$ cat src/rtl/dlsl_pkg.sv
// ----------------------------------------------------------------------------
// dlsl_pkg
// Widths, operation codes and the control store of the slot list sequencer.
// ----------------------------------------------------------------------------
package dlsl_pkg;

  // Table geometry: a pointer is a slot index plus one bit for "no slot"
  localparam int SLOTS  = 256;
  localparam int SLOT_W = 8;
  localparam int PTR_W  = SLOT_W + 1;
  localparam int MODE_W = 3;
  localparam int UPC_W  = 5;

  localparam logic [PTR_W-1:0] NONE_PTR = PTR_W'(SLOTS);

  typedef logic [UPC_W-1:0] upc_t;

  // Request operations; other codes leave the list as it is
  typedef enum logic [MODE_W-1:0] {
    MODE_PREPEND   = 3'd0,
    MODE_APPEND    = 3'd1,
    MODE_UNLINK    = 3'd2,
    MODE_MOVE_HEAD = 3'd3,
    MODE_MOVE_TAIL = 3'd4
  } mode_t;

  // Previous-link write address and data
  typedef enum logic [1:0] {PA_S, PA_H, PA_N} pa_sel_t;
  typedef enum logic [1:0] {PD_NONE, PD_S, PD_T, PD_P} pd_sel_t;

  // Next-link write address and data
  typedef enum logic [1:0] {NA_S, NA_T, NA_P} na_sel_t;
  typedef enum logic [1:0] {ND_NONE, ND_S, ND_H, ND_N} nd_sel_t;

  // Head and tail register updates
  typedef enum logic [1:0] {H_KEEP, H_S, H_N, H_S_IF_NONE} h_sel_t;
  typedef enum logic [1:0] {T_KEEP, T_S, T_P, T_S_IF_NONE} t_sel_t;

  // Branch conditions
  typedef enum logic [2:0] {
    C_NEVER,
    C_ALWAYS,
    C_S_NE_H,
    C_S_NE_T,
    C_S_EQ_H,
    C_S_EQ_T,
    C_NOP_T,   // head equals tail, or slot is the tail
    C_NOP_H    // head equals tail, or slot is the head
  } cond_t;

  // One control word
  typedef struct packed {
    logic    rd;       // load the slot's links into the link registers
    logic    pwe;
    pa_sel_t pa;
    pd_sel_t pd;
    logic    nwe;
    na_sel_t na;
    nd_sel_t nd;
    h_sel_t  hs;
    t_sel_t  ts;
    cond_t   cond;
    logic    annul;    // drop this word's actions when the branch is taken
    logic    br_exit;  // a taken branch ends the request
    upc_t    tgt;
    logic    last;     // falling through ends the request
  } ucw_t;

  // Control store addresses
  localparam upc_t UA_NOP   = 5'd0;
  localparam upc_t UA_PRE1  = 5'd1;
  localparam upc_t UA_PRE2  = 5'd2;
  localparam upc_t UA_APP1  = 5'd3;
  localparam upc_t UA_APP2  = 5'd4;
  localparam upc_t UA_UN0   = 5'd5;
  localparam upc_t UA_UN1   = 5'd6;
  localparam upc_t UA_UN2   = 5'd7;
  localparam upc_t UA_UN3   = 5'd8;
  localparam upc_t UA_UN4   = 5'd9;
  localparam upc_t UA_UN5   = 5'd10;
  localparam upc_t UA_MT0   = 5'd11;
  localparam upc_t UA_MT1   = 5'd12;
  localparam upc_t UA_MT2   = 5'd13;
  localparam upc_t UA_TFIN  = 5'd14;
  localparam upc_t UA_MTH   = 5'd15;
  localparam upc_t UA_MH0   = 5'd16;
  localparam upc_t UA_MH1   = 5'd17;
  localparam upc_t UA_MH2   = 5'd18;
  localparam upc_t UA_MH3   = 5'd19;
  localparam upc_t UA_HFIN  = 5'd20;
  localparam upc_t UA_MHT   = 5'd21;

  localparam ucw_t UCW_IDLE = '{
    rd: 1'b0, pwe: 1'b0, pa: PA_S, pd: PD_NONE,
    nwe: 1'b0, na: NA_S, nd: ND_NONE,
    hs: H_KEEP, ts: T_KEEP,
    cond: C_NEVER, annul: 1'b0, br_exit: 1'b0, tgt: UA_NOP, last: 1'b0
  };

  // First control word of each operation
  function automatic upc_t entry_pc(logic [MODE_W-1:0] mode);
    upc_t a;
    case (mode)
      MODE_PREPEND:   a = UA_PRE1;
      MODE_APPEND:    a = UA_APP1;
      MODE_UNLINK:    a = UA_UN0;
      MODE_MOVE_HEAD: a = UA_MH0;
      MODE_MOVE_TAIL: a = UA_MT0;
      default:        a = UA_NOP;
    endcase
    return a;
  endfunction

  // Control store. S is the request slot, H/T the head and tail, P/N the
  // slot's previous and next links as last loaded and kept current.
  function automatic ucw_t ucode_rom(upc_t a);
    ucw_t w;
    w = UCW_IDLE;
    case (a)
      UA_NOP: begin
        w.last = 1'b1;
      end
      // prepend: prev[S]=none, next[S]=H; prev[H]=S, H=S, T=S if empty
      UA_PRE1: begin
        w.pwe = 1'b1; w.pa = PA_S; w.pd = PD_NONE;
        w.nwe = 1'b1; w.na = NA_S; w.nd = ND_H;
      end
      UA_PRE2: begin
        w.pwe = 1'b1; w.pa = PA_H; w.pd = PD_S;
        w.hs = H_S; w.ts = T_S_IF_NONE;
        w.last = 1'b1;
      end
      // append: next[S]=none, prev[S]=T; next[T]=S, T=S, H=S if empty
      UA_APP1: begin
        w.nwe = 1'b1; w.na = NA_S; w.nd = ND_NONE;
        w.pwe = 1'b1; w.pa = PA_S; w.pd = PD_T;
      end
      UA_APP2: begin
        w.nwe = 1'b1; w.na = NA_T; w.nd = ND_S;
        w.ts = T_S; w.hs = H_S_IF_NONE;
        w.last = 1'b1;
      end
      // unlink
      UA_UN0: begin
        w.rd = 1'b1;
      end
      UA_UN1: begin
        w.hs = H_N;
        w.pwe = 1'b1; w.pa = PA_N; w.pd = PD_NONE;
        w.cond = C_S_NE_H; w.annul = 1'b1; w.tgt = UA_UN2;
      end
      UA_UN2: begin
        w.ts = T_P;
        w.nwe = 1'b1; w.na = NA_P; w.nd = ND_NONE;
        w.cond = C_S_NE_T; w.annul = 1'b1; w.tgt = UA_UN3;
      end
      UA_UN3: begin
        w.nwe = 1'b1; w.na = NA_P; w.nd = ND_N;
      end
      UA_UN4: begin
        w.pwe = 1'b1; w.pa = PA_N; w.pd = PD_P;
        w.nwe = 1'b1; w.na = NA_S; w.nd = ND_NONE;
      end
      UA_UN5: begin
        w.pwe = 1'b1; w.pa = PA_S; w.pd = PD_NONE;
        w.last = 1'b1;
      end
      // move to tail
      UA_MT0: begin
        w.rd = 1'b1;
        w.cond = C_NOP_T; w.br_exit = 1'b1;
      end
      UA_MT1: begin
        w.nwe = 1'b1; w.na = NA_P; w.nd = ND_N;
        w.cond = C_S_EQ_H; w.annul = 1'b1; w.tgt = UA_MTH;
      end
      UA_MT2: begin
        w.pwe = 1'b1; w.pa = PA_N; w.pd = PD_P;
        w.nwe = 1'b1; w.na = NA_T; w.nd = ND_S;
      end
      UA_TFIN: begin
        w.nwe = 1'b1; w.na = NA_S; w.nd = ND_NONE;
        w.pwe = 1'b1; w.pa = PA_S; w.pd = PD_T;
        w.ts = T_S;
        w.last = 1'b1;
      end
      UA_MTH: begin
        w.hs = H_N;
        w.pwe = 1'b1; w.pa = PA_N; w.pd = PD_NONE;
        w.nwe = 1'b1; w.na = NA_T; w.nd = ND_S;
        w.cond = C_ALWAYS; w.tgt = UA_TFIN;
      end
      // move to head
      UA_MH0: begin
        w.rd = 1'b1;
        w.cond = C_NOP_H; w.br_exit = 1'b1;
      end
      UA_MH1: begin
        w.nwe = 1'b1; w.na = NA_P; w.nd = ND_N;
        w.cond = C_S_EQ_T; w.tgt = UA_MHT;
      end
      UA_MH2: begin
        w.pwe = 1'b1; w.pa = PA_N; w.pd = PD_P;
      end
      UA_MH3: begin
        w.pwe = 1'b1; w.pa = PA_H; w.pd = PD_S;
      end
      UA_HFIN: begin
        w.pwe = 1'b1; w.pa = PA_S; w.pd = PD_NONE;
        w.nwe = 1'b1; w.na = NA_S; w.nd = ND_H;
        w.hs = H_S;
        w.last = 1'b1;
      end
      UA_MHT: begin
        w.ts = T_P;
        w.pwe = 1'b1; w.pa = PA_H; w.pd = PD_S;
        w.cond = C_ALWAYS; w.tgt = UA_HFIN;
      end
      default: begin
        w.last = 1'b1;
      end
    endcase
    return w;
  endfunction

endpackage

$ cat src/rtl/dlsl_req_if.sv
// ----------------------------------------------------------------------------
// dlsl_req_if
// Request channel: operation and slot, valid/ready handshake.
// ----------------------------------------------------------------------------
interface dlsl_req_if import dlsl_pkg::*; ();

  logic              valid;
  logic              ready;
  logic [MODE_W-1:0] mode;
  logic [SLOT_W-1:0] slot;

  modport source (output valid, mode, slot, input ready);
  modport sink   (input valid, mode, slot, output ready);

endinterface

$ cat src/rtl/dlsl_rsp_if.sv
// ----------------------------------------------------------------------------
// dlsl_rsp_if
// Response channel: head and tail after a request, valid/ready handshake.
// ----------------------------------------------------------------------------
interface dlsl_rsp_if import dlsl_pkg::*; ();

  logic             valid;
  logic             ready;
  logic [PTR_W-1:0] head_slot;
  logic [PTR_W-1:0] tail_slot;

  modport source (output valid, head_slot, tail_slot, input ready);
  modport sink   (input valid, head_slot, tail_slot, output ready);

endinterface

$ cat src/rtl/doubly_linked_slot_list.sv
// ----------------------------------------------------------------------------
// doubly_linked_slot_list
// Sequencing: each request runs the control program of its operation up to
//   a registered response (unlink is the longest at 6 words); a new request
//   is taken only once the last one ends. The link memories take one write
//   each per cycle, so each link update is a control step of its own.
// Reset: head and tail read as empty, sequencer idle; link memories are not
//   cleared and hold no meaning until a slot is inserted.
// ----------------------------------------------------------------------------
module doubly_linked_slot_list import dlsl_pkg::*; (
  input logic        clk,
  input logic        rst,
  dlsl_req_if.sink   req,
  dlsl_rsp_if.source rsp
);

  // Link memories
  logic [PTR_W-1:0] prev_mem [SLOTS];
  logic [PTR_W-1:0] next_mem [SLOTS];

  // Sequencer and datapath registers
  logic              busy;
  upc_t              upc;
  logic [SLOT_W-1:0] cur_slot;
  logic [PTR_W-1:0]  head_ptr;
  logic [PTR_W-1:0]  tail_ptr;
  logic [PTR_W-1:0]  prev_rd;
  logic [PTR_W-1:0]  next_rd;
  logic              out_valid;
  logic [PTR_W-1:0]  out_head;
  logic [PTR_W-1:0]  out_tail;

  ucw_t             uw;
  logic [PTR_W-1:0] s_ptr;
  logic             taken;
  logic             exiting;
  logic             out_free;
  logic             fire;
  logic             act;
  logic             accept;
  logic [PTR_W-1:0] pa;
  logic [PTR_W-1:0] pd;
  logic [PTR_W-1:0] na;
  logic [PTR_W-1:0] nd;
  logic             pwe;
  logic             nwe;
  logic [PTR_W-1:0] head_next;
  logic [PTR_W-1:0] tail_next;
  upc_t             upc_next;

  assign uw     = ucode_rom(upc);
  assign s_ptr  = {1'b0, cur_slot};
  assign accept = req.valid && !busy;

  // Branch condition
  always_comb begin
    case (uw.cond)
      C_NEVER:  taken = 1'b0;
      C_ALWAYS: taken = 1'b1;
      C_S_NE_H: taken = (s_ptr != head_ptr);
      C_S_NE_T: taken = (s_ptr != tail_ptr);
      C_S_EQ_H: taken = (s_ptr == head_ptr);
      C_S_EQ_T: taken = (s_ptr == tail_ptr);
      C_NOP_T:  taken = (head_ptr == tail_ptr) || (s_ptr == tail_ptr);
      C_NOP_H:  taken = (head_ptr == tail_ptr) || (s_ptr == head_ptr);
      default:  taken = 1'b0;
    endcase
  end

  // Sequencing: hold the final word until the response register is free
  assign out_free = !out_valid || rsp.ready;
  assign exiting  = busy && (taken ? uw.br_exit : uw.last);
  assign fire     = busy && (!exiting || out_free);
  assign act      = fire && !(uw.annul && taken);
  assign upc_next = (taken && !uw.br_exit) ? uw.tgt : upc_t'(upc + 1'b1);

  // Link write address and data
  always_comb begin
    case (uw.pa)
      PA_S:    pa = s_ptr;
      PA_H:    pa = head_ptr;
      PA_N:    pa = next_rd;
      default: pa = s_ptr;
    endcase
    case (uw.pd)
      PD_NONE: pd = NONE_PTR;
      PD_S:    pd = s_ptr;
      PD_T:    pd = tail_ptr;
      PD_P:    pd = prev_rd;
      default: pd = NONE_PTR;
    endcase
    case (uw.na)
      NA_S:    na = s_ptr;
      NA_T:    na = tail_ptr;
      NA_P:    na = prev_rd;
      default: na = s_ptr;
    endcase
    case (uw.nd)
      ND_NONE: nd = NONE_PTR;
      ND_S:    nd = s_ptr;
      ND_H:    nd = head_ptr;
      ND_N:    nd = next_rd;
      default: nd = NONE_PTR;
    endcase
  end

  // Drop writes through an empty link
  assign pwe = act && uw.pwe && !pa[PTR_W-1];
  assign nwe = act && uw.nwe && !na[PTR_W-1];

  // Head and tail updates
  always_comb begin
    head_next = head_ptr;
    tail_next = tail_ptr;
    if (act) begin
      case (uw.hs)
        H_S:         head_next = s_ptr;
        H_N:         head_next = next_rd;
        H_S_IF_NONE: head_next = (head_ptr == NONE_PTR) ? s_ptr : head_ptr;
        default:     head_next = head_ptr;
      endcase
      case (uw.ts)
        T_S:         tail_next = s_ptr;
        T_P:         tail_next = prev_rd;
        T_S_IF_NONE: tail_next = (tail_ptr == NONE_PTR) ? s_ptr : tail_ptr;
        default:     tail_next = tail_ptr;
      endcase
    end
  end

  // Control registers and response register
  always_ff @(posedge clk) begin
    if (rst) begin
      busy      <= 1'b0;
      upc       <= UA_NOP;
      head_ptr  <= NONE_PTR;
      tail_ptr  <= NONE_PTR;
      out_valid <= 1'b0;
    end else begin
      if (accept) begin
        busy <= 1'b1;
        upc  <= entry_pc(req.mode);
      end else if (fire) begin
        if (exiting) begin
          busy <= 1'b0;
        end else begin
          upc <= upc_next;
        end
      end
      head_ptr <= head_next;
      tail_ptr <= tail_next;
      if (fire && exiting) begin
        out_valid <= 1'b1;
      end else if (rsp.ready) begin
        out_valid <= 1'b0;
      end
    end
  end

  // Request slot and response payload
  always_ff @(posedge clk) begin
    if (accept) begin
      cur_slot <= req.slot;
    end
    if (fire && exiting) begin
      out_head <= head_next;
      out_tail <= tail_next;
    end
  end

  // Previous-link memory; read register tracks later writes to the slot
  always_ff @(posedge clk) begin
    if (pwe) begin
      prev_mem[pa[SLOT_W-1:0]] <= pd;
    end
    if (act && uw.rd) begin
      prev_rd <= prev_mem[cur_slot];
    end else if (pwe && (pa == s_ptr)) begin
      prev_rd <= pd;
    end
  end

  // Next-link memory; read register tracks later writes to the slot
  always_ff @(posedge clk) begin
    if (nwe) begin
      next_mem[na[SLOT_W-1:0]] <= nd;
    end
    if (act && uw.rd) begin
      next_rd <= next_mem[cur_slot];
    end else if (nwe && (na == s_ptr)) begin
      next_rd <= nd;
    end
  end

  assign req.ready     = !busy;
  assign rsp.valid     = out_valid;
  assign rsp.head_slot = out_head;
  assign rsp.tail_slot = out_tail;

endmodule

$ cat src/flat_wrapper.sv
// flat-port wrapper written by rule: the top's interface ports become plain ports
module doubly_linked_slot_list_flat import dlsl_pkg::*;
  (clk, rst, req_valid, req_mode, req_slot, req_ready, rsp_valid, rsp_head_slot, rsp_tail_slot, rsp_ready);
  dlsl_req_if req_i ();
  dlsl_rsp_if rsp_i ();
  input logic clk;
  input logic rst;
  input wire logic [$bits(req_i.valid)-1:0] req_valid;
  input wire logic [$bits(req_i.mode)-1:0] req_mode;
  input wire logic [$bits(req_i.slot)-1:0] req_slot;
  output wire logic [$bits(req_i.ready)-1:0] req_ready;
  output wire logic [$bits(rsp_i.valid)-1:0] rsp_valid;
  output wire logic [$bits(rsp_i.head_slot)-1:0] rsp_head_slot;
  output wire logic [$bits(rsp_i.tail_slot)-1:0] rsp_tail_slot;
  input wire logic [$bits(rsp_i.ready)-1:0] rsp_ready;
  assign req_i.valid = req_valid;
  assign req_i.mode = req_mode;
  assign req_i.slot = req_slot;
  assign req_ready = req_i.ready;
  assign rsp_valid = rsp_i.valid;
  assign rsp_head_slot = rsp_i.head_slot;
  assign rsp_tail_slot = rsp_i.tail_slot;
  assign rsp_i.ready = rsp_ready;
  doubly_linked_slot_list u_core (.clk(clk), .rst(rst), .req(req_i), .rsp(rsp_i));
endmodule
$ cat config.mk
export PLATFORM = sky130hd
export DESIGN_NAME = doubly_linked_slot_list_flat
export DESIGN_NICKNAME = d
export VERILOG_FILES = /design/src/rtl/dlsl_pkg.sv /design/src/rtl/dlsl_req_if.sv /design/src/rtl/dlsl_rsp_if.sv /design/src/rtl/doubly_linked_slot_list.sv /design/src/flat_wrapper.sv
export SDC_FILE = /design/constraint.sdc
export NUM_CORES = 2
export LEC_CHECK = 0
export BUFFER_PORTS_ARGS = -buffer_cell sky130_fd_sc_hd__buf_2
export CAP_MARGIN = 20
export CORE_MARGIN = 2
export CORE_UTILIZATION = 60
export CTS_CLUSTER_SIZE = 16
export DETAILED_ROUTE_END_ITERATION = 16
export GPL_TIMING_DRIVEN = 1
export HOLD_SLACK_MARGIN = 0.03
export PLACE_DENSITY_LB_ADDON = 0.12
export SETUP_SLACK_MARGIN = 0.3
export SLEW_MARGIN = 20
export SYNTH_ARGS = -nofsm -noshare
export SYNTH_HDL_FRONTEND = slang
export SYNTH_MEMORY_MAX_BITS = 65536
export SYNTH_SLANG_ARGS = --single-unit
$ cat constraint.sdc
create_clock -name clk -period 6.92 [get_ports clk]
set_input_delay 1.384 -clock clk [delete_from_list [all_inputs] [get_ports clk]]
set_output_delay 1.384 -clock clk [all_outputs]
set_load 0.05 [all_outputs]
# After elaboration in Yosys (flattened, before gate mapping)
# Memory sizes are Yosys's and may differ from the RTL's. A register that Yosys moved wholly into a read port is not among the register bits.
# Cells that the tools add are included.
# op_classes
reduce_logical	53
n_addsub	1
eq_ne	58
n_mux	36
# op_table
cell	n
case mux 5 bit (5 select lines)	3
case mux 9 bit (4 select lines)	2
case mux 9 bit (3 select lines)	2
equality test 5 x 4 -> 1 bit (second input constant)	8
2-to-1 mux 9 bit	4
case mux 9 bit (2 select lines)	2
equality test 5 bit (second input constant)	6
case mux 5 bit (6 select lines)	1
OR reduction 3 bit	8
case mux 3 bit (7 select lines)	1
equality test 2 bit (second input constant)	10
equality test 5 x 3 -> 1 bit (second input constant)	4
2-to-1 mux 5 bit	4
equality test 8 x 9 -> 1 bit	2
equality test 9 x 8 -> 1 bit	2
equality test 9 bit (second input constant)	2
inequality test 8 x 9 -> 1 bit	2
OR reduction 16 bit	1
OR reduction 2 bit	8
equality test 3 bit (second input constant)	5
logical AND 1 bit	14
2-to-1 mux 1 bit	14
equality test 2 x 1 -> 1 bit (second input constant)	6
equality test 3 x 2 -> 1 bit (second input constant)	4
other kinds (14)	33
# word_totals
input_bits	15
reg_bits	51
ramBits	4608
word_cells	158
mem_count	2
output_inout_bits	20
# mem_list
memory	words	width	rd	rd_clocked_by_memory_dff	write_ports	line_no	text
u_core.next_mem	256	9	1	1	1	doubly_linked_slot_list.sv:19	logic [PTR_W-1:0] next_mem [SLOTS];
u_core.prev_mem	256	9	1	1	1	doubly_linked_slot_list.sv:18	logic [PTR_W-1:0] prev_mem [SLOTS];

# Depth between registers and ports, before layout
# logic_depth
ltp_word	15
mapped_depth	19
depth_no_buf	15

# Least setup slack after synthesis
# Ideal clock, no wire load.
# synth_path
kind	flip-flop to flip-flop
from	reg u_core.upc[3]
to	mem u_core.next_mem[0][1] (netlist name), data pin
required_ns	6.146
arrival_ns	5.237
period_less_slack_ns	6.010
n_path_buf	5
path_slack_ns	0.910
setup_time_ns	0.774
path_stages_with_launch	12
cell_sequence	dfxtp_1 > buf_2 > buf_1 > buf_1 > and3_1 > ha_1 > a211o_1 > clkbuf_1 > clkbuf_1 > a21oi_1 > o21a_1 > inv_1
# synth_via
elab_chain_len	5
# synth_lines
element	line_no	text
from (decl)	doubly_linked_slot_list.sv:23	upc_t upc;
from (signal assigned)	doubly_linked_slot_list.sv:142	upc <= entry_pc(req.mode);
from (signal assigned)	doubly_linked_slot_list.sv:147	upc <= upc_next;
equality test 5 x 4 -> 1 bit (tied with other cells)	dlsl_pkg.sv:119	case (a)
OR reduction 3 bit (no source line) / OR reduction 2 bit (equally long branches)	n/a	
case mux 5 bit (5 select lines) (*)	dlsl_pkg.sv:119	
equality test 2 bit (tied with other cells)	doubly_linked_slot_list.sv:98	case (uw.nd)
case mux 9 bit (4 select lines) (*)	doubly_linked_slot_list.sv:98	
net u_core.nd[1]	doubly_linked_slot_list.sv:44	logic [PTR_W-1:0] nd;
to (decl)	doubly_linked_slot_list.sv:19	
# Mark *: on every way through the listed nets, which the timed path passes. The rest lies on a longest branch.

# Worst setup path in the final report
# layout_path
from	reg u_core.upc[4]
to	mem u_core.next_mem[114][8] (netlist name), enable pin
# layout_via
elab_chain_len	15
# layout_lines
element	line_no	text
equality test 5 x 4 -> 1 bit / equality test 5 bit (equally long branches)	dlsl_pkg.sv:119	
OR reduction 2 bit (no source line)	n/a	
case mux 3 bit (7 select lines)	dlsl_pkg.sv:119	
equality test 3 bit (tied with other cells)	doubly_linked_slot_list.sv:57	case (uw.cond)
case mux 1 bit (8 select lines)	doubly_linked_slot_list.sv:57	
2-to-1 mux 1 bit	doubly_linked_slot_list.sv:72	assign exiting = busy && (taken ? uw.br_exit : uw.last);
logical AND 1 bit	doubly_linked_slot_list.sv:72	
zero test 1 bit	doubly_linked_slot_list.sv:73	assign fire = busy && (!exiting || out_free);
logical OR 1 bit	doubly_linked_slot_list.sv:73	
logical AND 1 bit	doubly_linked_slot_list.sv:73	
logical AND 1 bit	doubly_linked_slot_list.sv:74	assign act = fire && !(uw.annul && taken);
logical AND 1 bit (2 in a row)	doubly_linked_slot_list.sv:109	assign nwe = act && uw.nwe && !na[PTR_W-1];
2-to-1 mux 1 bit	doubly_linked_slot_list.sv:185	if (nwe) begin
2-to-1 mux 1 bit (implied by the code)	doubly_linked_slot_list.sv:186	next_mem[na[SLOT_W-1:0]] <= nd;
# Parallel ways exist; a longest one is shown, timed or not.

==> impl_metrics.py <==
metrics = {
    "pwr": {
        "power_density_mw_per_mm2": 322,
        "power_leakage_nw": 66.1,
        "ir_drop_mv": 0.247,
    },
    "critical_path": {
        "rrSetupSlack_ns": 0.72,
        "crit_type": "register to register",
        "path_max_fanout": 25,
        "startpoint_type": "register",
        "required_ns": 7.53,
        "crit_arrival_ns": 6.81,
        "critPathCaptureType": "register",
    },
    "logic_synthesis": {
        "synth.area.top_cells": "edfxtp_1, mux4_2, mux2i_1, nand2_1, nor2_1",
        "async_flop_share": 0,
        "syn_nets": 8580,
        "synth.distinct_cells": 78,
        "synth_top_area_share": 0.758,
        "synth_commonest_cells": "edfxtp_1, mux4_2, nand2_1",
        "yosys.area.top_type": "edfxtp_1",
        "ys_seq_area_frac": 0.761,
        "yosysMostFrequentCell": "edfxtp_1",
        "syn-cell-area_mm2": 0.184,
        "synth_warnings": 0,
        "syn_inst": 8556,
        "synth_seq_cells": 4677,
        "synth_edf_count": 4652,
        "ys.flop_type": "edfxtp_1",
        "syn_area_per_cell_um2": 21.5,
    },
    "drt": {
        "drt_wl_total_um": 468000,
        "drt_first_pass_iters": 7,
        "drt-wirelength-per-cell_um": 34.9,
        "vias_per_cell": 6.81,
        "drt_iter0_drc": 12900,
        "dr_total_vias": 91400,
        "route.detailed.drc": 0,
        "postRouteAntennaNets": 0,
    },
    "sta": {
        "min_period_ns": 6.20,
        "rsz0062_at_grt": "no",
        "setup_violations": 0,
        "hold_viol_final": 0,
        "holdWs_ns": 0.568,
        "worstMarginPinSlew_ns": 1.23,
        "fmax_ghz": 0.161,
        "period_share": 0.897,
        "slew_headroom": 0.181,
        "fin_skew_ns": 0.0577,
        "drv_slew": 0,
        "setup_tns_ns": 0,
    },
    "clock_network": {
        "root_buffer": "clkbuf_16",
        "cts_setup_buffers": 0,
        "cts_sinks": 4677,
        "cts_max_level": 5,
        "cts_hold_buf": 0,
        "cts_buffers": 457,
        "clockBufferDepth": 4,
        "cts.clk_slew.worst_paths_ns": 0.06,
        "cts_resized": 0,
        "tritoncts": "done",
        "insertion_delay_ns": 0.99,
    },
    "floorplanning": {
        "core_mm2": 0.306,
        "row_count": 203,
        "die_w_um": 558,
        "initial_core_util": 0.603,
        "die_y_um": 558,
        "num_io_pins": 35,
        "die-area_mm2": 0.311,
    },
    "grt": {
        "grt_pass1_vias": 90000,
        "grt_max_degree": 191,
        "track_usage": 0.302,
        "grt_pass1_wl_um": 667000,
        "grt_overflow": 0,
        "antenna_found_initial": 7,
    },
    "placed_design": {
        "portBuffers": 34,
        "gp_congestion": 0.919,
        "dp_hpwl_um": 286000,
        "dp_cells": 12600,
        "placedInstanceArea_mm2": 0.191,
    },
    "finish": {
        "nFillCells": 19000,
        "fin_area_mm2": 0.206,
        "syn_to_final_growth_pct": 11.9,
        "instances_no_fill": 13400,
        "drive_above_1_share": 0.279,
        "nets": 8942,
    },
    "run": {
        "cap_violations": 0,
    },
    "min_path": {
        "hold_path.class": "primary input to register",
    },
    "outcome": {
        "outcome": "finished, final reports clean",
    },
}
layer usage:
layer	wire length, µm	track usage
met1	182000	0.442
met2	221000	0.463
met3	45400	0.0578
met4	19100	0.112
met5	13	0
worst max-delay path: stages, from the launching register on:
cell	delay (ns)
dfxtp_1	0.87
clkinv_1	0.49
ha_1	0.41
a21o_1	0.24
ha_1	0.58
a221oi_1	0.77
a21oi_1	0.15
nor2_1	0.41
nand2_2	0.69
buf_4	0.48
nor3_2	0.66
where the power goes:
group	total [mW]	switching, mW	internal, mW
combinational	7.85	5.96	1.88
clock	25.4	10.5	14.9
sequential	33.2	0.128	33.0
total	66.4	16.6	49.8
metrics by stage:
stage               worst slack [ns]  total power, mW  utilization
finish                         0.716             66.4        0.675
global route                   0.473             68.0        0.674
CTS                            0.935             66.6        0.674
detailed placement              1.00             41.6        0.624
global placement                1.25             41.4        0.624
floorplan                      0.910             38.5            -
layout make-up:
cell class / instances / area, µm² / share of cell area
inverter: 51 / 334 / 0.00162
sequential: 4677 / 140000 / 0.680
multi-input combinational: 3288 / 41400 / 0.201
tap: 4100 / 5130 / 0.0249
clock buffer: 557 / 12000 / 0.0584
clock inverter: 289 / 3280 / 0.0159
antenna: 8 / 20.0 / 0.0000971
timing repair buffer: 443 / 3730 / 0.0181
cells by family (layout without fill, tap and decap cells):
| kind of cell | after synthesis | in the layout | share of synthesized area |
|---|---|---|---|
| xor+xnor | 23 | 23 | 0.00109 |
| fa+ha+maj | 9 | 9 | 0.000611 |
| flops | 4677 | 4677 | 0.761 |
| mux | 1490 | 1490 | 0.167 |
| other cells | 0 | 8 | 0 |
| simple gates | 1262 | 1262 | 0.0341 |
| compound gates | 504 | 504 | 0.0205 |
| buf+inv | 591 | 1340 | 0.0151 |
cells in the final DEF (no fill, tap or decap), types with 19 or more instances in the layout:
master,count
edfxtp_1,4652
mux4_2,1272
clkbuf_16,467
nand2_1,392
nor2_1,383
buf_4,369
mux2i_1,217
nor3_1,166
nor3_2,143
a32oi_1,132
clkinv_1,99
clkbuf_1,89
clkinv_2,72
bufinv_16,67
a21oi_1,61
o22ai_1,52
o21ai_0,47
nand3_1,47
nand4_1,41
a22oi_1,41
buf_12,38
buf_2,34
inv_1,27
dfxtp_1,25
clkinvlp_4,24
o21a_1,22
a21o_1,21
a221oi_1,21
xor2_1,19
inv_8,19
a211oi_1,19
worst paths after layout:
path,cells past startpoint,endpoint,startpoint
hold / removal,1,u_core.cur_slot[0],req_slot[0]
setup / recovery,10,u_core.next_mem[114][8],u_core.upc[4]
hold reg to reg,3,u_core.upc[1],u_core.upc[1]
setup reg to reg,10,u_core.next_mem[114][8],u_core.upc[4]
flip-flops by register name, indices dropped and copies added, names as in the netlist, 5 cells and up:
name,flops
u_core.next_rd,9
u_core.prev_mem,2304
u_core.cur_slot,8
u_core.rsp.tail_slot,9
u_core.head_ptr,9
u_core.next_mem,2304
u_core.tail_ptr,9
u_core.upc,5
u_core.prev_rd,9
u_core.rsp.head_slot,9
No activity file was read; power rests on OpenSTA's default activity.
